## config.mk

```make
export PLATFORM = sky130hd
export DESIGN_NAME = ubfc_ram
export DESIGN_NICKNAME = d
export VERILOG_FILES = /design/src/rtl/ubfc_ram.sv
export SDC_FILE = /design/constraint.sdc
export NUM_CORES = 1
export LEC_CHECK = 0
export ABC_CLOCK_PERIOD_IN_PS = 2340
export BUFFER_PORTS_ARGS = -buffer_cell sky130_fd_sc_hd__buf_2
export CORE_ASPECT_RATIO = 0.6
export CORE_MARGIN = 4
export CORE_UTILIZATION = 51
export CTS_CLUSTER_SIZE = 30
export DETAILED_ROUTE_END_ITERATION = 10
export HOLD_SLACK_MARGIN = 0.08
export PLACE_DENSITY = 0.67
export SYNTH_ARGS = -nofsm -noshare
export SYNTH_HDL_FRONTEND = slang
export SYNTH_SLANG_ARGS = --single-unit
```

## constraint.sdc

```tcl
create_clock -name clk -period 2.34 [get_ports clk]
set_input_delay 0.117 -clock clk [delete_from_list [all_inputs] [get_ports clk]]
set_output_delay 0.117 -clock clk [all_outputs]
set_load 0.01 [all_outputs]
```

## src/rtl/ubfc_ram.sv

```systemverilog
// ----------------------------------------------------------------------------
// ubfc_ram
// Generic single-port-write, single-port-read RAM with a registered read.
// ----------------------------------------------------------------------------
module ubfc_ram #(
  parameter int WIDTH = 8,
  parameter int DEPTH = 64
) (
  input  logic                                     clk,
  input  logic                                     we,
  input  logic [((DEPTH > 1) ? $clog2(DEPTH) : 1)-1:0] waddr,
  input  logic [WIDTH-1:0]                         wdata,
  input  logic                                     re,
  input  logic [((DEPTH > 1) ? $clog2(DEPTH) : 1)-1:0] raddr,
  output logic [WIDTH-1:0]                         rdata
);

  logic [WIDTH-1:0] mem [DEPTH];

  always_ff @(posedge clk) begin
    if (we) begin
      mem[waddr] <= wdata;
    end
    if (re) begin
      rdata <= mem[raddr];
    end
  end

endmodule

```

==> impl_metrics.csv, run 1 <==
group,metric,value,unit
worst_setup_path,start_kind,"flop",
global_route,antenna_found_initial,2,
run_status,outcome,"complete, no violations",
cts,htree_levels,2,
sta,fmax,0.459,GHz
global_route,grt_pass1_vias,9812,
pwr,p_total,18.9,mW
sta,maxSlewHeadroom,32.0,%
worst_setup_path,reg2reg_from,"mem[29][4]",
cts,cts_buffers,47,
logic_synthesis,synth_top_area_cell,"edfxtp_1",
route,via_per_inst,6.03,
cells_and_area,area_delta_synth_final,15.3,%
logic_synthesis,synth.area.top_cells,"edfxtp_1 (77%), mux4_2 (14%), nor2_1 (1.5%)",
route,via_count,9955,
worst_setup_path,crit_type,"flop to flop",
floorplanning,fp.coreArea,39100,sq um
place,numPortBuffers,30,
logic_synthesis,ys_seq_area_share,77.1,%
run,drv_cap,0,
logic_synthesis,synth_area_per_cell,21.5,sq um
logic_synthesis,ys_ff_latch,520,
worst_setup_path,r2r-end,"rdata[4]",
route,postRouteAntennaNets,0,
cts,clock_latency,550,ps
route,drt_first_pass_iters,7,
hold_path,hp-class,"input pin to flop",
global_route,grt_max_degree,65,
sta,tightest_slew,1020,ps
global_route,grt_pass1_wl,67.5,mm
global_route,grt_overflow,0,
cts,cts_sinks,520,
place,dp_hpwl,29.6,mm
place,placed_area,21800,sq um
floorplanning,die_y,162,microns
worst_setup_path,crit_end,"rdata[4]",
sta,finalSetupViolCount,0,
route,drc,0,
floorplanning,rows,56,
worst_setup_path,path_max_fanout,1,
route,drt-total-wl,45.2,mm
floorplanning,die_w,265,microns
route,wl_per_cell,27.4,microns
hold_path,hold_depth,1,
worst_setup_path,startpoint,"mem[29][4]",
sta,layout_min_cycle_time,2180,ps
cells_and_area,drive_gt1_share,31.6,%
logic_synthesis,synth_area,20200,sq um
sta,final-max-slew-violation-count,0,
worst_setup_path,endpoint_kind,"flop",
pwr,p_leak,7.50,nW
pwr,ir_drop,0.614,mV
floorplanning,start_util,51.8,%
cts,cts_setup_buffers,0,
logic_synthesis,synth.net_count,963,
logic_synthesis,synth_top_area_share,77.1,%
pwr,power_density,810,nW/um^2
cells_and_area,final_net_count,1115,
worst_setup_path,cp.arrival,2470,ps
sta,finalHoldViolations,0,
route,drt-initial-drc-count,1451,
sta,min_period_over_period,93.1,%
worst_setup_path,crit_required,2630,ps
floorplanning,die-area,43100,sq um
cts,cts_root_buf,"clkbuf_16",
cts,cts_tree,"yes",
global_route,grt_use_total,21.6,%
logic_synthesis,syn_inst,940,
worst_setup_path,rrSetupSlack,160,ps
place,gp_congestion,0.813,
logic_synthesis,synth_cell_types,39,
sta,rsz0062_at_grt,"false",
sta,skew,8.45,ps
logic_synthesis,synth-warning-count,0,
cts,cts.clk_slew.worst_paths,70,ps
cells_and_area,fin_area,23300,sq um
floorplanning,io_pins,31,
worst_setup_path,ff2ff_path_depth,5,
cts,clockBufferDepth,3,
## report_power, final
part           internal, mW  switching, mW
clock                  4.29           3.25
combinational         0.415          0.603
sequential             10.3         0.0286
total                  15.0           3.88
## through the flow
| stage | setup TNS, ps | util (%) | hold slack [ps] | worst slack (ps) | instances |
|---|---|---|---|---|---|
| 3_5_place_dp | -299 | 55.7 | 463 | -299 | 1561 |
| 2_1_floorplan | 0 | - | 216 | 417 | 940 |
| 5_1_grt | 0 | 59.7 | 131 | 130 | 1651 |
| 3_3_place_gp | -293 | 55.7 | 448 | -282 | 1561 |
| 6_report | 0 | 59.7 | 104 | 161 | 1652 |
| 4_1_cts | 0 | 59.7 | 92.5 | 68.0 | 1651 |
## cells by family after synthesis
family                 count (synthesis)  share of synthesized area (%)
DFF                                  520                           77.1
and+or+nand+nor                      153                           3.37
AOI/OAI and AO/OA                     54                           2.06
buffers and inverters                 51                           1.56
muxes                                162                           15.9
## synth_stat cells (all sizes together)
cell type  count
a2111oi        2
a211oi         4
a21oi          3
a221oi         6
a22oi          3
a31oi          1
and2           1
buf           34
clkbuf        17
edfxtp       520
mux2          13
mux2i         23
mux4         126
nand2         19
nand2b         7
nand3         13
nand3b         3
nand4          2
nand4b         1
nor2          83
nor2b         14
nor3           7
nor4           2
o2111ai        3
o21a           2
o21ai          4
o221a          2
o221ai         8
o22ai          8
o2bb2ai        3
o311ai         1
o32ai          2
o41ai          2
or3            1
## layout make-up
| class | instances | area (sq um) |
|---|---|---|
| multi-input cells | 369 | 4320 |
| flip-flops and latches | 520 | 15600 |
| clock buffers | 61 | 1270 |
| well taps | 522 | 653 |
| diodes | 1 | 2.50 |
| repair buffers | 154 | 1240 |
| clock inverters | 25 | 236 |
| fillers | 2782 | 15800 |
## state kept, by name, summed over array words and instances (netlist names)
| signal | flops |
|---|---|
| mem | 512 |
| rdata | 8 |
## worst max-delay path: stages, from the launching register on
cell and delay [ps]:
edfxtp_1 370, mux4_2 480, mux2_2 300, o221a_2 300, nor3_1 320, o32ai_1 140
## placed cells by master (no fill, tap or decap), drive strengths merged, types with 13 or more instances in the layout
master,n
clkinv,17
nand2,19
nor2b,14
nor2,83
mux2i,23
mux4,126
edfxtp,520
mux2,13
nand3,13
clkbuf,62
buf,149
## per-layer routing
layer,vias to the layer above,routed length [microns],GRT usage (%)
li1,4242,-,-
met1,5161,20100,35.2
met2,488,18900,29.1
met3,62,5330,6.43
met4,2,908,4.77
met5,-,13,0
## how the worst min path moves through the flow
stage | start | to | slack, ps
6_report | wdata[1] | mem[11][1] | 100
5_1_grt | wdata[1] | mem[11][1] | 130
4_1_cts | raddr[4] | rdata[1] | 90
3_5_place_dp | wdata[3] | mem[7][3] | 460
3_3_place_gp | wdata[3] | mem[2][3] | 450
2_1_floorplan | wdata[0] | mem[0][0] | 220
## timing repair
item | 4_1_cts | 5_1_grt
hold endpoints to repair | 30 | 0
hold buffers | 4 | 0
setup endpoints to repair | 0 | 1
gates resized for setup | 0 | 1
Note: power is estimated with default switching activity, not from simulation.
==> inputs of run 2 (changes only) <==
--- a/config.mk
+++ b/config.mk
@@ -5,10 +5,11 @@
 export SDC_FILE = /design/constraint.sdc
 export NUM_CORES = 1
 export LEC_CHECK = 0
+export ABC_AREA = 1
 export ABC_CLOCK_PERIOD_IN_PS = 2340
 export BUFFER_PORTS_ARGS = -buffer_cell sky130_fd_sc_hd__buf_2
 export CORE_ASPECT_RATIO = 0.6
-export CORE_MARGIN = 4
+export CORE_MARGIN = 2
 export CORE_UTILIZATION = 51
 export CTS_CLUSTER_SIZE = 30
 export DETAILED_ROUTE_END_ITERATION = 10
==> run 2 against run 1 <==
- wire length increased by 23%
- sequential power about the same
- die area increased by 1.5%
- first-iteration DRC count increased by 52%
- final area increased by 2.3%
- register-to-register slack improved by 650 ps
- critical path type unchanged
- largest cell class unchanged
- highest routed layer is now met4
==> impl_metrics.csv, run 2 <==
group,metric,value,unit
run_status,outcome,"complete, no violations",
cells_and_area,largest_reg_flops,512,
route,drt_first_pass_iters,8,
sta,rsz0062_at_grt,"false",
cells_and_area,top_register,"mem",
sta,tightest_slew,913,ps
sta,final-max-slew-violation-count,0,
floorplanning,io_pins,31,
sta,fmax,0.655,GHz
run,drv_cap,0,
pwr,p_leak,8.69,nW
cells_and_area,finalCoreUtilization,57.3,%
cts,postCtsHoldBufs,5,
global_route,grt_use_total,26.0,%
hold_path,hp-class,"input pin to flop",
place,numPortBuffers,30,
cts,cts_resized,0,
route,via_count,14200,
logic_synthesis,netlist_top_cells_count,"nand2_1 (648), edfxtp_1 (520), nand3_1 (439), nor2_1 (56), buf_2 (37)",
cts,clockBufferDepth,3,
cts,cts_root_buf,"clkbuf_16",
cts,cts_sinks,520,
sta,setup_tns,0,ps
worst_setup_path,crit_type,"flop to flop",
floorplanning,rows,58,
route,drt-initial-drc-count,2208,
place,gp_congestion,0.927,
cells_and_area,layout_common_cells,"nand2_1 (648), edfxtp_1 (520), nand3_1 (439), buf_4 (95), nor2_1 (56)",
sta,min_period_over_period,65.2,%
floorplanning,fp.coreArea,41700,sq um
route,postRouteAntennaNets,0,
global_route,grt_overflow,0,
logic_synthesis,synth-warning-count,0,
worst_setup_path,start_kind,"flop",
global_route,grt_max_degree,101,
logic_synthesis,synth_top_area_share,72.9,%
cells_and_area,area_delta_synth_final,11.4,%
cts,htree_levels,2,
floorplanning,die_w,269,microns
pwr,ir_drop,0.516,mV
cts,cts.clk_slew.worst_paths,60,ps
logic_synthesis,synth.net_count,1828,
cells_and_area,final_common_cell,"nand2_1",
logic_synthesis,synth_top_area_cell,"edfxtp_1",
global_route,antenna_found_initial,2,
floorplanning,die-area,43700,sq um
logic_synthesis,syn_inst,1805,
floorplanning,start_util,51.4,%
logic_synthesis,ys_seq_area_share,72.9,%
pwr,power_density,777,nW/um^2
worst_setup_path,path_max_fanout,1,
place,dp_hpwl,33.6,mm
cts,cts_setup_buffers,0,
global_route,grt_pass1_wl,83.6,mm
logic_synthesis,synth_cell_types,15,
logic_synthesis,yosysMostFrequentCell,"nand2_1",
cells_and_area,drive_gt1_share,10.5,%
sta,maxSlewHeadroom,39.1,%
worst_setup_path,crit_required,2640,ps
route,drc,0,
route,drt-met1-wl,24.7,mm
route,met3_length,7.05,mm
route,drt-total-wl,55.6,mm
cts,cts_buffers,45,
cts,clock_latency,560,ps
worst_setup_path,endpoint_kind,"flop",
route,via_per_inst,5.73,
logic_synthesis,synthArstFlopShare,0,%
floorplanning,die_y,163,microns
sta,finalHoldViolations,0,
sta,finalWorstSetupSlack,814,ps
logic_synthesis,synth_area,21400,sq um
logic_synthesis,synth_area_per_cell,11.9,sq um
route,top_layer,"met4",
cells_and_area,top_regs,"mem: 512 flops, rdata: 8 flops",
sta,finalSetupViolCount,0,
sta,skew,21.2,ps
worst_setup_path,cp.arrival,1830,ps
logic_synthesis,synth-edff-count,520,
cells_and_area,final_net_count,1907,
place,dpl_worst_slack,424,ps
route,wl_per_cell,22.4,microns
cts,cts_tree,"yes",
logic_synthesis,synth-main-ff-cell,"edfxtp_1",
logic_synthesis,synth.area.top_cells,"edfxtp_1 (73%), nand2_1 (11%), nand3_1 (10%)",
logic_synthesis,ys_ff_latch,520,
route,dr_wl_met2,22.6,mm
global_route,grt_pass1_vias,13100,
sta,layout_min_cycle_time,1530,ps
[run 2: cell count changes after synthesis, sizes merged, moves of 12 or more]
| cell | change |
|---|---|
| nand3 | +426 |
| nand2 | +629 |
| nor2 | -27 |
| nor2b | -14 |
| mux4 | -126 |
| inv | +12 |
| buf | +64 |
| mux2 | -13 |
| mux2i | -23 |
[run 2: through the flow]
stage	hold slack, ps	area, sq um	power, mW	instances
2_1_floorplan	216	21400	11.3	1805
5_1_grt	83.5	23900	19.1	2485
3_5_place_dp	485	22500	11.8	2402
6_report	75.2	23900	18.5	2486
3_3_place_gp	486	22500	11.8	2402
4_1_cts	80.6	23900	18.6	2485
[run 2: report_power, final]
| part | switching (mW) | internal (mW) |
|---|---|---|
| registers | 0.0236 | 10.3 |
| logic | 0.971 | 0.336 |
| clock network | 3.25 | 3.64 |
| total | 4.24 | 14.3 |
[run 2: layout make-up]
cell class              instances  area (sq um)
inverters                      12          52.6
flip-flops and latches        520         15600
repair buffers                145          1230
multi-input cells            1160          4950
well taps                     570           713
fillers                      3356         17800
clock inverters                24           143
clock buffers                  54          1160
diodes                          1          2.50
[run 2: critical path: stages, from the launching register on]
cell and delay [ps]:
edfxtp_1 370, nand2_1 80, nand3_1 60, nand3_1 200
nand2_1 180, nand2_1 140, nand3_1 90, nand3_1 100
nand2_1 50
[run 2: final timing paths]
check | slack, ps | start | cells past startpoint | to
setup reg to reg | 810 | mem[62][4] | 8 | rdata[4]
hold reg to reg | 910 | mem[22][0] | 8 | rdata[0]
hold / removal | 80 | wdata[5] | 2 | mem[48][5]
setup / recovery | 810 | mem[62][4] | 8 | rdata[4]
[run 2: logic make-up (layout without fill, tap and decap cells)]
group / count (synthesis) / count (layout) / synth area share [%]
buf+inv: 125 / 235 / 4.01
simple gates: 1160 / 1160 / 23.1
other cells: 0 / 1 / 0
flops: 520 / 520 / 72.9
[run 2: routing by layer]
metal  GRT usage (%)  vias to the layer above
li1                -                     6512
met5               0                        -
met2            35.0                      739
met3            8.38                       79
met4            5.93                        0
met1            40.7                     6909
